===== config.mk =====
export PLATFORM = sky130hd
export DESIGN_NAME = aes128_ctrl
export DESIGN_NICKNAME = d
export VERILOG_FILES = /design/src/hdl/assert_macros.svh /design/src/hdl/aes128_pkg.sv /design/src/hdl/aes128_ctrl.sv
export SDC_FILE = /design/constraint.sdc
export NUM_CORES = 1
export LEC_CHECK = 0
export BUFFER_PORTS_ARGS = -buffer_cell sky130_fd_sc_hd__buf_4
export CORE_AREA = 2 2 39 41
export DETAILED_ROUTE_END_ITERATION = 16
export DIE_AREA = 0 0 41 43
export GPL_TIMING_DRIVEN = 0
export PLACE_DENSITY = 0.71
export SYNTH_ARGS = -nofsm -noshare
export SYNTH_HDL_FRONTEND = slang
export SYNTH_SLANG_ARGS = --single-unit

===== constraint.sdc =====
create_clock -name clk -period 3.1 [get_ports clk]
set_input_delay 0.155 -clock clk [delete_from_list [all_inputs] [get_ports clk]]
set_output_delay 0.155 -clock clk [all_outputs]
set_load 0.01 [all_outputs]

===== src/hdl/assert_macros.svh =====
// Assertion macros for concurrent checks, included by the cipher unit top level.
`ifndef ASSERT_MACROS_SVH
`define ASSERT_MACROS_SVH

// Same-cycle implication, sampled on clk and disabled while reset is held.
`define ASSERT_SAME(label, ante, cons) \
  label: assert property (@(posedge clk) disable iff (!rst_n) (ante) |-> (cons)) \
    else $error("assertion failed");

// Next-cycle implication, sampled on clk and disabled while reset is held.
`define ASSERT_NEXT(label, ante, cons) \
  label: assert property (@(posedge clk) disable iff (!rst_n) (ante) |=> (cons)) \
    else $error("assertion failed");

`endif


===== src/hdl/aes128_pkg.sv =====
// Package with the AES-128 constants, tables, round functions and control types.
package aes128_pkg;

  localparam int NR       = 10;
  localparam int NROWS    = NR + 1;
  localparam int RA_W     = $clog2(NROWS);
  localparam int CFG_IDX_W = 1;
  localparam int CFG_W    = 64;

  localparam logic [CFG_IDX_W-1:0] REG_KEY_HIGH = 1'b0;
  localparam logic [CFG_IDX_W-1:0] REG_KEY_LOW  = 1'b1;

  localparam logic CMD_DECRYPT = 1'b1;

  typedef enum logic [2:0] {
    ST_EXP_LOAD,
    ST_EXPAND,
    ST_IDLE,
    ST_ADD,
    ST_ROUND
  } ctl_state_t;

  typedef struct packed {
    logic            exp_load;
    logic            exp_step;
    logic [RA_W-1:0] exp_addr;
    logic            accept;
    logic            add_key;
    logic            do_round;
    logic            last;
    logic            load_result;
    logic [RA_W-1:0] rd_addr;
  } dp_cmd_t;

  localparam logic [7:0] SBOX [256] = '{
    8'h63,8'h7c,8'h77,8'h7b,8'hf2,8'h6b,8'h6f,8'hc5,8'h30,8'h01,8'h67,8'h2b,8'hfe,8'hd7,8'hab,8'h76,
    8'hca,8'h82,8'hc9,8'h7d,8'hfa,8'h59,8'h47,8'hf0,8'had,8'hd4,8'ha2,8'haf,8'h9c,8'ha4,8'h72,8'hc0,
    8'hb7,8'hfd,8'h93,8'h26,8'h36,8'h3f,8'hf7,8'hcc,8'h34,8'ha5,8'he5,8'hf1,8'h71,8'hd8,8'h31,8'h15,
    8'h04,8'hc7,8'h23,8'hc3,8'h18,8'h96,8'h05,8'h9a,8'h07,8'h12,8'h80,8'he2,8'heb,8'h27,8'hb2,8'h75,
    8'h09,8'h83,8'h2c,8'h1a,8'h1b,8'h6e,8'h5a,8'ha0,8'h52,8'h3b,8'hd6,8'hb3,8'h29,8'he3,8'h2f,8'h84,
    8'h53,8'hd1,8'h00,8'hed,8'h20,8'hfc,8'hb1,8'h5b,8'h6a,8'hcb,8'hbe,8'h39,8'h4a,8'h4c,8'h58,8'hcf,
    8'hd0,8'hef,8'haa,8'hfb,8'h43,8'h4d,8'h33,8'h85,8'h45,8'hf9,8'h02,8'h7f,8'h50,8'h3c,8'h9f,8'ha8,
    8'h51,8'ha3,8'h40,8'h8f,8'h92,8'h9d,8'h38,8'hf5,8'hbc,8'hb6,8'hda,8'h21,8'h10,8'hff,8'hf3,8'hd2,
    8'hcd,8'h0c,8'h13,8'hec,8'h5f,8'h97,8'h44,8'h17,8'hc4,8'ha7,8'h7e,8'h3d,8'h64,8'h5d,8'h19,8'h73,
    8'h60,8'h81,8'h4f,8'hdc,8'h22,8'h2a,8'h90,8'h88,8'h46,8'hee,8'hb8,8'h14,8'hde,8'h5e,8'h0b,8'hdb,
    8'he0,8'h32,8'h3a,8'h0a,8'h49,8'h06,8'h24,8'h5c,8'hc2,8'hd3,8'hac,8'h62,8'h91,8'h95,8'he4,8'h79,
    8'he7,8'hc8,8'h37,8'h6d,8'h8d,8'hd5,8'h4e,8'ha9,8'h6c,8'h56,8'hf4,8'hea,8'h65,8'h7a,8'hae,8'h08,
    8'hba,8'h78,8'h25,8'h2e,8'h1c,8'ha6,8'hb4,8'hc6,8'he8,8'hdd,8'h74,8'h1f,8'h4b,8'hbd,8'h8b,8'h8a,
    8'h70,8'h3e,8'hb5,8'h66,8'h48,8'h03,8'hf6,8'h0e,8'h61,8'h35,8'h57,8'hb9,8'h86,8'hc1,8'h1d,8'h9e,
    8'he1,8'hf8,8'h98,8'h11,8'h69,8'hd9,8'h8e,8'h94,8'h9b,8'h1e,8'h87,8'he9,8'hce,8'h55,8'h28,8'hdf,
    8'h8c,8'ha1,8'h89,8'h0d,8'hbf,8'he6,8'h42,8'h68,8'h41,8'h99,8'h2d,8'h0f,8'hb0,8'h54,8'hbb,8'h16
  };

  localparam logic [7:0] INV_SBOX [256] = '{
    8'h52,8'h09,8'h6a,8'hd5,8'h30,8'h36,8'ha5,8'h38,8'hbf,8'h40,8'ha3,8'h9e,8'h81,8'hf3,8'hd7,8'hfb,
    8'h7c,8'he3,8'h39,8'h82,8'h9b,8'h2f,8'hff,8'h87,8'h34,8'h8e,8'h43,8'h44,8'hc4,8'hde,8'he9,8'hcb,
    8'h54,8'h7b,8'h94,8'h32,8'ha6,8'hc2,8'h23,8'h3d,8'hee,8'h4c,8'h95,8'h0b,8'h42,8'hfa,8'hc3,8'h4e,
    8'h08,8'h2e,8'ha1,8'h66,8'h28,8'hd9,8'h24,8'hb2,8'h76,8'h5b,8'ha2,8'h49,8'h6d,8'h8b,8'hd1,8'h25,
    8'h72,8'hf8,8'hf6,8'h64,8'h86,8'h68,8'h98,8'h16,8'hd4,8'ha4,8'h5c,8'hcc,8'h5d,8'h65,8'hb6,8'h92,
    8'h6c,8'h70,8'h48,8'h50,8'hfd,8'hed,8'hb9,8'hda,8'h5e,8'h15,8'h46,8'h57,8'ha7,8'h8d,8'h9d,8'h84,
    8'h90,8'hd8,8'hab,8'h00,8'h8c,8'hbc,8'hd3,8'h0a,8'hf7,8'he4,8'h58,8'h05,8'hb8,8'hb3,8'h45,8'h06,
    8'hd0,8'h2c,8'h1e,8'h8f,8'hca,8'h3f,8'h0f,8'h02,8'hc1,8'haf,8'hbd,8'h03,8'h01,8'h13,8'h8a,8'h6b,
    8'h3a,8'h91,8'h11,8'h41,8'h4f,8'h67,8'hdc,8'hea,8'h97,8'hf2,8'hcf,8'hce,8'hf0,8'hb4,8'he6,8'h73,
    8'h96,8'hac,8'h74,8'h22,8'he7,8'had,8'h35,8'h85,8'he2,8'hf9,8'h37,8'he8,8'h1c,8'h75,8'hdf,8'h6e,
    8'h47,8'hf1,8'h1a,8'h71,8'h1d,8'h29,8'hc5,8'h89,8'h6f,8'hb7,8'h62,8'h0e,8'haa,8'h18,8'hbe,8'h1b,
    8'hfc,8'h56,8'h3e,8'h4b,8'hc6,8'hd2,8'h79,8'h20,8'h9a,8'hdb,8'hc0,8'hfe,8'h78,8'hcd,8'h5a,8'hf4,
    8'h1f,8'hdd,8'ha8,8'h33,8'h88,8'h07,8'hc7,8'h31,8'hb1,8'h12,8'h10,8'h59,8'h27,8'h80,8'hec,8'h5f,
    8'h60,8'h51,8'h7f,8'ha9,8'h19,8'hb5,8'h4a,8'h0d,8'h2d,8'he5,8'h7a,8'h9f,8'h93,8'hc9,8'h9c,8'hef,
    8'ha0,8'he0,8'h3b,8'h4d,8'hae,8'h2a,8'hf5,8'hb0,8'hc8,8'heb,8'hbb,8'h3c,8'h83,8'h53,8'h99,8'h61,
    8'h17,8'h2b,8'h04,8'h7e,8'hba,8'h77,8'hd6,8'h26,8'he1,8'h69,8'h14,8'h63,8'h55,8'h21,8'h0c,8'h7d
  };

  function automatic logic [7:0] xtime(input logic [7:0] a);
    return {a[6:0], 1'b0} ^ (a[7] ? 8'h1b : 8'h00);
  endfunction

  // One column through MixColumns, or through InvMixColumns when inv is set.
  function automatic logic [31:0] mix_col(input logic [31:0] w, input logic inv);
    logic [7:0] a [4];
    logic [7:0] x2 [4];
    logic [7:0] x4 [4];
    logic [7:0] x8 [4];
    logic [7:0] m2 [4];
    logic [7:0] m3 [4];
    logic [7:0] m9 [4];
    logic [7:0] mb [4];
    logic [7:0] md [4];
    logic [7:0] me [4];
    logic [31:0] res;
    for (int k = 0; k < 4; k++) begin
      a[k]  = w[31-8*k -: 8];
      x2[k] = xtime(a[k]);
      x4[k] = xtime(x2[k]);
      x8[k] = xtime(x4[k]);
      m2[k] = x2[k];
      m3[k] = x2[k] ^ a[k];
      m9[k] = x8[k] ^ a[k];
      mb[k] = x8[k] ^ x2[k] ^ a[k];
      md[k] = x8[k] ^ x4[k] ^ a[k];
      me[k] = x8[k] ^ x4[k] ^ x2[k];
    end
    for (int r = 0; r < 4; r++) begin
      if (inv) begin
        res[31-8*r -: 8] = me[r] ^ mb[(r+1)%4] ^ md[(r+2)%4] ^ m9[(r+3)%4];
      end else begin
        res[31-8*r -: 8] = m2[r] ^ m3[(r+1)%4] ^ a[(r+2)%4] ^ a[(r+3)%4];
      end
    end
    return res;
  endfunction

  function automatic logic [127:0] mix_all(input logic [127:0] s, input logic inv);
    logic [127:0] res;
    for (int c = 0; c < 4; c++) begin
      res[127-32*c -: 32] = mix_col(s[127-32*c -: 32], inv);
    end
    return res;
  endfunction

  // SubBytes with ShiftRows, or their inverses; byte 4c+r sits at row r of column c.
  function automatic logic [127:0] sub_shift(input logic [127:0] s, input logic inv);
    logic [127:0] res;
    int src;
    for (int c = 0; c < 4; c++) begin
      for (int r = 0; r < 4; r++) begin
        src = inv ? ((c + 4 - r) % 4) : ((c + r) % 4);
        if (inv) begin
          res[127-8*(4*c+r) -: 8] = INV_SBOX[s[127-8*(4*src+r) -: 8]];
        end else begin
          res[127-8*(4*c+r) -: 8] = SBOX[s[127-8*(4*src+r) -: 8]];
        end
      end
    end
    return res;
  endfunction

  // Next four round-key words from the previous four.
  function automatic logic [127:0] key_next(input logic [127:0] k, input logic [7:0] rcon);
    logic [31:0] w3;
    logic [31:0] t;
    logic [31:0] n0;
    logic [31:0] n1;
    logic [31:0] n2;
    logic [31:0] n3;
    w3 = k[31:0];
    t  = {SBOX[w3[23:16]], SBOX[w3[15:8]], SBOX[w3[7:0]], SBOX[w3[31:24]]};
    t  = t ^ {rcon, 24'h000000};
    n0 = k[127:96] ^ t;
    n1 = k[95:64] ^ n0;
    n2 = k[63:32] ^ n1;
    n3 = k[31:0] ^ n2;
    return {n0, n1, n2, n3};
  endfunction

endpackage


===== src/hdl/aes128_ctrl.sv =====
// Controller state machine sequencing key expansion and the cipher rounds.
module aes128_ctrl (
  input  logic                clk,
  input  logic                rst_n,
  input  logic                cfg_we,
  input  logic                in_valid,
  output logic                in_ready,
  output logic                out_valid,
  input  logic                out_ready,
  output aes128_pkg::dp_cmd_t cmd
);
  import aes128_pkg::*;

  localparam logic [RA_W-1:0] LAST = RA_W'(NR);

  ctl_state_t      state_r, state_nxt;
  logic [RA_W-1:0] cnt_r, cnt_nxt;
  logic            out_valid_r, out_valid_nxt;
  logic            out_free;

  assign out_free = !out_valid_r || out_ready;

  always_comb begin
    state_nxt = state_r;
    cnt_nxt   = cnt_r;
    if (cfg_we) begin
      // A key write always restarts the expansion from the stored key.
      state_nxt = ST_EXP_LOAD;
      cnt_nxt   = '0;
    end else begin
      case (state_r)
        ST_EXP_LOAD: begin
          state_nxt = ST_EXPAND;
          cnt_nxt   = '0;
        end
        ST_EXPAND: begin
          if (cnt_r == LAST) begin
            state_nxt = ST_IDLE;
            cnt_nxt   = '0;
          end else begin
            cnt_nxt = cnt_r + 1'b1;
          end
        end
        ST_IDLE: begin
          if (in_valid) begin
            state_nxt = ST_ADD;
          end
        end
        ST_ADD: begin
          state_nxt = ST_ROUND;
          cnt_nxt   = RA_W'(1);
        end
        ST_ROUND: begin
          if (cnt_r != LAST) begin
            cnt_nxt = cnt_r + 1'b1;
          end else if (out_free) begin
            state_nxt = ST_IDLE;
            cnt_nxt   = '0;
          end
        end
        default: begin
          state_nxt = ST_EXP_LOAD;
          cnt_nxt   = '0;
        end
      endcase
    end
  end

  always_comb begin
    cmd         = '0;
    in_ready    = 1'b0;
    cmd.exp_addr = cnt_r;
    cmd.last    = (cnt_r == LAST);
    case (state_r)
      ST_EXP_LOAD: cmd.exp_load = 1'b1;
      ST_EXPAND:   cmd.exp_step = 1'b1;
      ST_IDLE: begin
        in_ready   = 1'b1;
        cmd.accept = in_valid;
      end
      ST_ADD: begin
        cmd.add_key = 1'b1;
        cmd.rd_addr = RA_W'(1);
      end
      ST_ROUND: begin
        // The final round waits here until the result register is free.
        cmd.rd_addr     = (cnt_r == LAST) ? LAST : cnt_r + 1'b1;
        cmd.do_round    = (cnt_r != LAST) || out_free;
        cmd.load_result = (cnt_r == LAST) && out_free;
      end
      default: cmd = '0;
    endcase
  end

  always_comb begin
    if (cmd.load_result) begin
      out_valid_nxt = 1'b1;
    end else if (out_ready) begin
      out_valid_nxt = 1'b0;
    end else begin
      out_valid_nxt = out_valid_r;
    end
  end

  always_ff @(posedge clk) begin
    if (!rst_n) begin
      state_r     <= ST_EXP_LOAD;
      cnt_r       <= '0;
      out_valid_r <= 1'b0;
    end else begin
      state_r     <= state_nxt;
      cnt_r       <= cnt_nxt;
      out_valid_r <= out_valid_nxt;
    end
  end

  assign out_valid = out_valid_r;

endmodule


* Word-level counts from Yosys, hierarchy flattened
Cells that the tools add are included.
Widths: inputs -> output; s select.
** Word-level totals
- Flip-flop bits (word level) :: 8
- Bits of input ports :: 5
- Output and inout bits :: 17
** Cells by class
- Add/subtract/negate cells :: 1
- Equal/unequal tests :: 11
- Mux-type cells :: 22
- Bitwise logic cells :: 2
- Reductions and logical operators :: 10
** Operators by type and width (count)
- $mux 4 :: 5
- $pmux 4 s4 :: 1
- $pmux 3 s5 :: 1
- $mux 3 :: 4
- $mux 1 :: 10
- $ne 2x2->1 const B :: 4
- $pmux 4 s2 :: 1
- $eq 3x2->1 const B :: 2
- $reduce_or 5->1 :: 1
- $add 4x1->4 const B :: 1
- $eq 4x4->1 const B :: 1
- $ne 4x4->1 const B :: 1
- $reduce_and 4->1 :: 1
- $eq 3x1->1 const B :: 1
- $eq 3x3->1 const B :: 1
- $logic_not 3->1 :: 1
- $ne 3x3->1 const B :: 1
- $logic_or 1x1->1 :: 2
- $not 1->1 :: 2
- $reduce_and 2->1 :: 1
- $reduce_bool 2->1 :: 1
- $reduce_or 2->1 :: 1
- $logic_and 1x1->1 :: 1
- $logic_not 1->1 :: 1

* Depth between registers and ports, before layout
- Depth after elaboration :: 5
- Mapped depth :: 6

* Worst setup path before layout
Ideal clock, no wire load.
- Path type :: reg2out
- From :: reg state_r[2]
- To :: out cmd[0] (netlist bit)
- Data arrival time :: 1.300 ns
- Data required time :: 2.945 ns
- Setup slack :: 1.645 ns
- Stages on the path, launching flop included :: 5
- Cell sequence :: dfxtp_1 > buf_6 > or3b_4 > or3_1 > nand2_1
** RTL lines
- from (decl) :: RTL line aes128_ctrl.sv:16 : ctl_state_t state_r, state_nxt;
- from (signal assigned) :: RTL line aes128_ctrl.sv:111 : state_r <= state_nxt;
- to (decl) :: RTL line aes128_ctrl.sv:10 : output aes128_pkg::dp_cmd_t cmd

==> results.py <==
metrics = {
    "critical_path": {
        "crit_path_frequent_cell": "buf_4",
        "cp.arrival_ns": 1.76,
        "path_max_fanout": 8,
        "ff2ff_path_depth": 5,
        "cpPeakStageDelay_ns": 0.44,
        "path_buf_inv": 4,
        "regToRegStartpoint": "cnt_r[2]",
        "crit_chain": "and4bb_2, clkbuf_1, and2b_2, nand2_1, inv_1, buf_4, buf_4",
        "critical-path-slowest-cell": "dfxtp_1",
        "worstSetupEndpointType": "output pin",
        "critPathTopFamily": "simple AND/OR/NAND/NOR gates",
        "r2r_setup_slack_ns": 1.58,
        "rr_endpoint": "cnt_r[3]",
        "path_class": "flip-flop to output pin",
        "startpoint_type": "flip-flop",
        "crit_start": "cnt_r[2]",
        "cp.required_ns": 2.94,
    },
    "timing": {
        "fmax_mhz": 522,
        "slew_headroom": 0.639,
        "finalCritPeriodShare": 0.618,
        "drv_slew": 0,
        "hold_violations": 0,
        "fin_crit_ns": 1.91,
        "skew_ns": 0.00110,
        "worst_pin_slew_ns": 0.537,
        "fin_setup_tns_ns": 0,
        "finalSetupViolCount": 0,
        "rsz0062_at_grt": "no",
    },
    "placed_design": {
        "portBuffers": 21,
        "gp_congestion": 0.798,
        "dp_hpwl_um": 1050,
    },
    "clocking": {
        "cts_setup_buffers": 0,
        "cts_hold_buf": 0,
        "ctsResizeCount": 0,
        "clockBufferDepth": 2,
        "cts-root-buf": "clkbuf_4",
        "tritoncts": "built",
        "htree_levels": 1,
        "path_clk_slew_ns": 0.05,
        "clock-sinks": 8,
        "clock_latency_ns": 0.26,
        "cts_buffers": 3,
    },
    "yosys": {
        "ys.flop_type": "dfxtp_1",
        "ys_seq_area_frac": 0.262,
        "synth_edf_count": 0,
        "synth_largest_area_cell": "dfxtp_1",
        "synth_top_cells_by_count": "a21oi_1 (9), and2_1 (8), dfxtp_1 (8)",
        "yosysMostFrequentCell": "a21oi_1",
        "synth_cell_types": 32,
        "synth_cells": 83,
        "synth_area_per_cell_um2": 7.37,
        "yosys.area.top_type_share": 0.262,
        "postSynth.asyncResetShare": 0,
        "syn-cell-area_um2": 612,
        "yosys_warnings": 0,
        "synth_area_leaders": "dfxtp_1 (26%), and2_1 (8.2%), a21oi_1 (7.4%)",
        "synth_nets": 88,
        "synth_seq_cells": 8,
    },
    "floorplanning": {
        "start_util": 0.442,
        "die_x_um": 41,
        "die_h_um": 43,
        "placement_rows": 14,
        "num_io_pins": 22,
        "die_area_mm2": 0.00176,
        "coreArea_mm2": 0.00138,
    },
    "detailed_routing": {
        "drt-vias-per-instance": 5.35,
        "drt_wl_total_um": 1380,
        "drt_pre_antenna_iters": 4,
        "ant_nets": 0,
        "routedWlPerCell_um": 11.2,
        "drt_iter0_markers": 9,
        "drt_drc_violations_left": 0,
        "dr_total_vias": 658,
    },
    "grt": {
        "grt_max_degree": 11,
        "grt_usage": 0.189,
        "grt_pass1_vias": 549,
        "antenna_found_initial": 0,
        "grt-ovfl-total": 0,
        "grt_pass1_wl_um": 2280,
    },
    "run_status": {
        "status": "completed",
    },
    "finish": {
        "layout.nets": 114,
        "finalCoreUtilization": 0.587,
        "n_antenna_cell": 0,
        "area_growth_pct": 32.7,
        "drive_gt1_frac": 0.318,
    },
    "hold_path": {
        "min_path_cells": 2,
        "worstHoldStart": "rst_n",
        "hold_path_class": "input pin to flip-flop",
        "holdPathEnd": "out_valid",
    },
    "job": {
        "maxCapViolations": 0,
    },
    "power_and_ir_drop": {
        "peakVddDrop_v": 0.000183,
        "p_per_area_mw_per_mm2": 255,
        "p_total_w": 0.000207,
        "leakage_nw": 0.361,
    },
}
-- placed cells by master, fill, tap and decap left out --
cell type,instances
nand2_1,7
o22a_1,1
buf_4,22
a22oi_1,2
a21oi_2,1
a21oi_1,9
o21ai_0,3
o32ai_1,1
buf_6,1
xnor2_1,2
a21boi_0,1
xor2_1,1
o21a_1,1
o2bb2ai_1,1
and2_1,8
nor3_1,4
mux2i_1,1
a211oi_1,1
nor2_1,5
or3b_4,1
buf_2,2
or3b_2,1
and2b_2,2
nor2b_1,2
dfxtp_1,8
and4bb_2,1
clkbuf_1,3
inv_1,4
nand3_1,1
clkbuf_4,3
or2b_1,1
or3_1,1
nand2b_1,5
-- layout make-up --
type / count / area [um^2]
Timing Repair Buffer: 21 / 158
Multi-Input combinational cell: 64 / 397
Buffer: 7 / 40.0
Clock buffer: 3 / 22.5
Tap cell: 16 / 20.0
Fill cell: 138 / 572
Inverter: 4 / 15.0
Sequential cell: 8 / 160
-- cell families (layout without fill, tap and decap cells) --
| logic type | count (synthesis) | in the layout | synth area share |
|---|---|---|---|
| xor+xnor | 3 | 3 | 0.0430 |
| compound gates | 21 | 21 | 0.217 |
| simple gates | 39 | 39 | 0.372 |
| flops | 8 | 8 | 0.262 |
| buf+inv | 11 | 35 | 0.0900 |
| mux | 1 | 1 | 0.0164 |
-- metrics by stage --
stage          instances  hold slack [ns]  worst slack, ns  area [um^2]
2_1_floorplan         83            0.272             1.65          612
3_3_place_gp         120            0.369             1.47          790
3_5_place_dp         120            0.373             1.47          790
4_1_cts              123            0.105             1.19          812
5_1_grt              123            0.127             1.08          812
6_report             123            0.103             1.19          812
-- worst max path at each step --
stage,endpoint,slack [ns],depth (start not counted)
floorplan,cmd[0],1.65,4
global placement,cmd[4],1.47,7
detailed placement,cmd[4],1.47,7
CTS,cmd[4],1.19,7
global route,cmd[4],1.08,7
finish,cmd[4],1.19,7
-- metal layers --
layer  part of all wire  GRT usage
met1               0.43      0.225
met3              0.078     0.0314
met2               0.46      0.294
met4              0.033      0.120
met5                  0          0
-- power breakdown --
| part | internal (W) | switching [W] |
|---|---|---|
| clock network | 0.0000444 | 0.0000378 |
| registers | 0.000104 | 0.000000501 |
| logic | 0.0000102 | 0.0000100 |
-- flip-flops by register name, summed over array words and instances, names as in the netlist --
signal	cells
state_r	3
cnt_r	4
out_valid	1
Power figures use the tool's default switching activity.
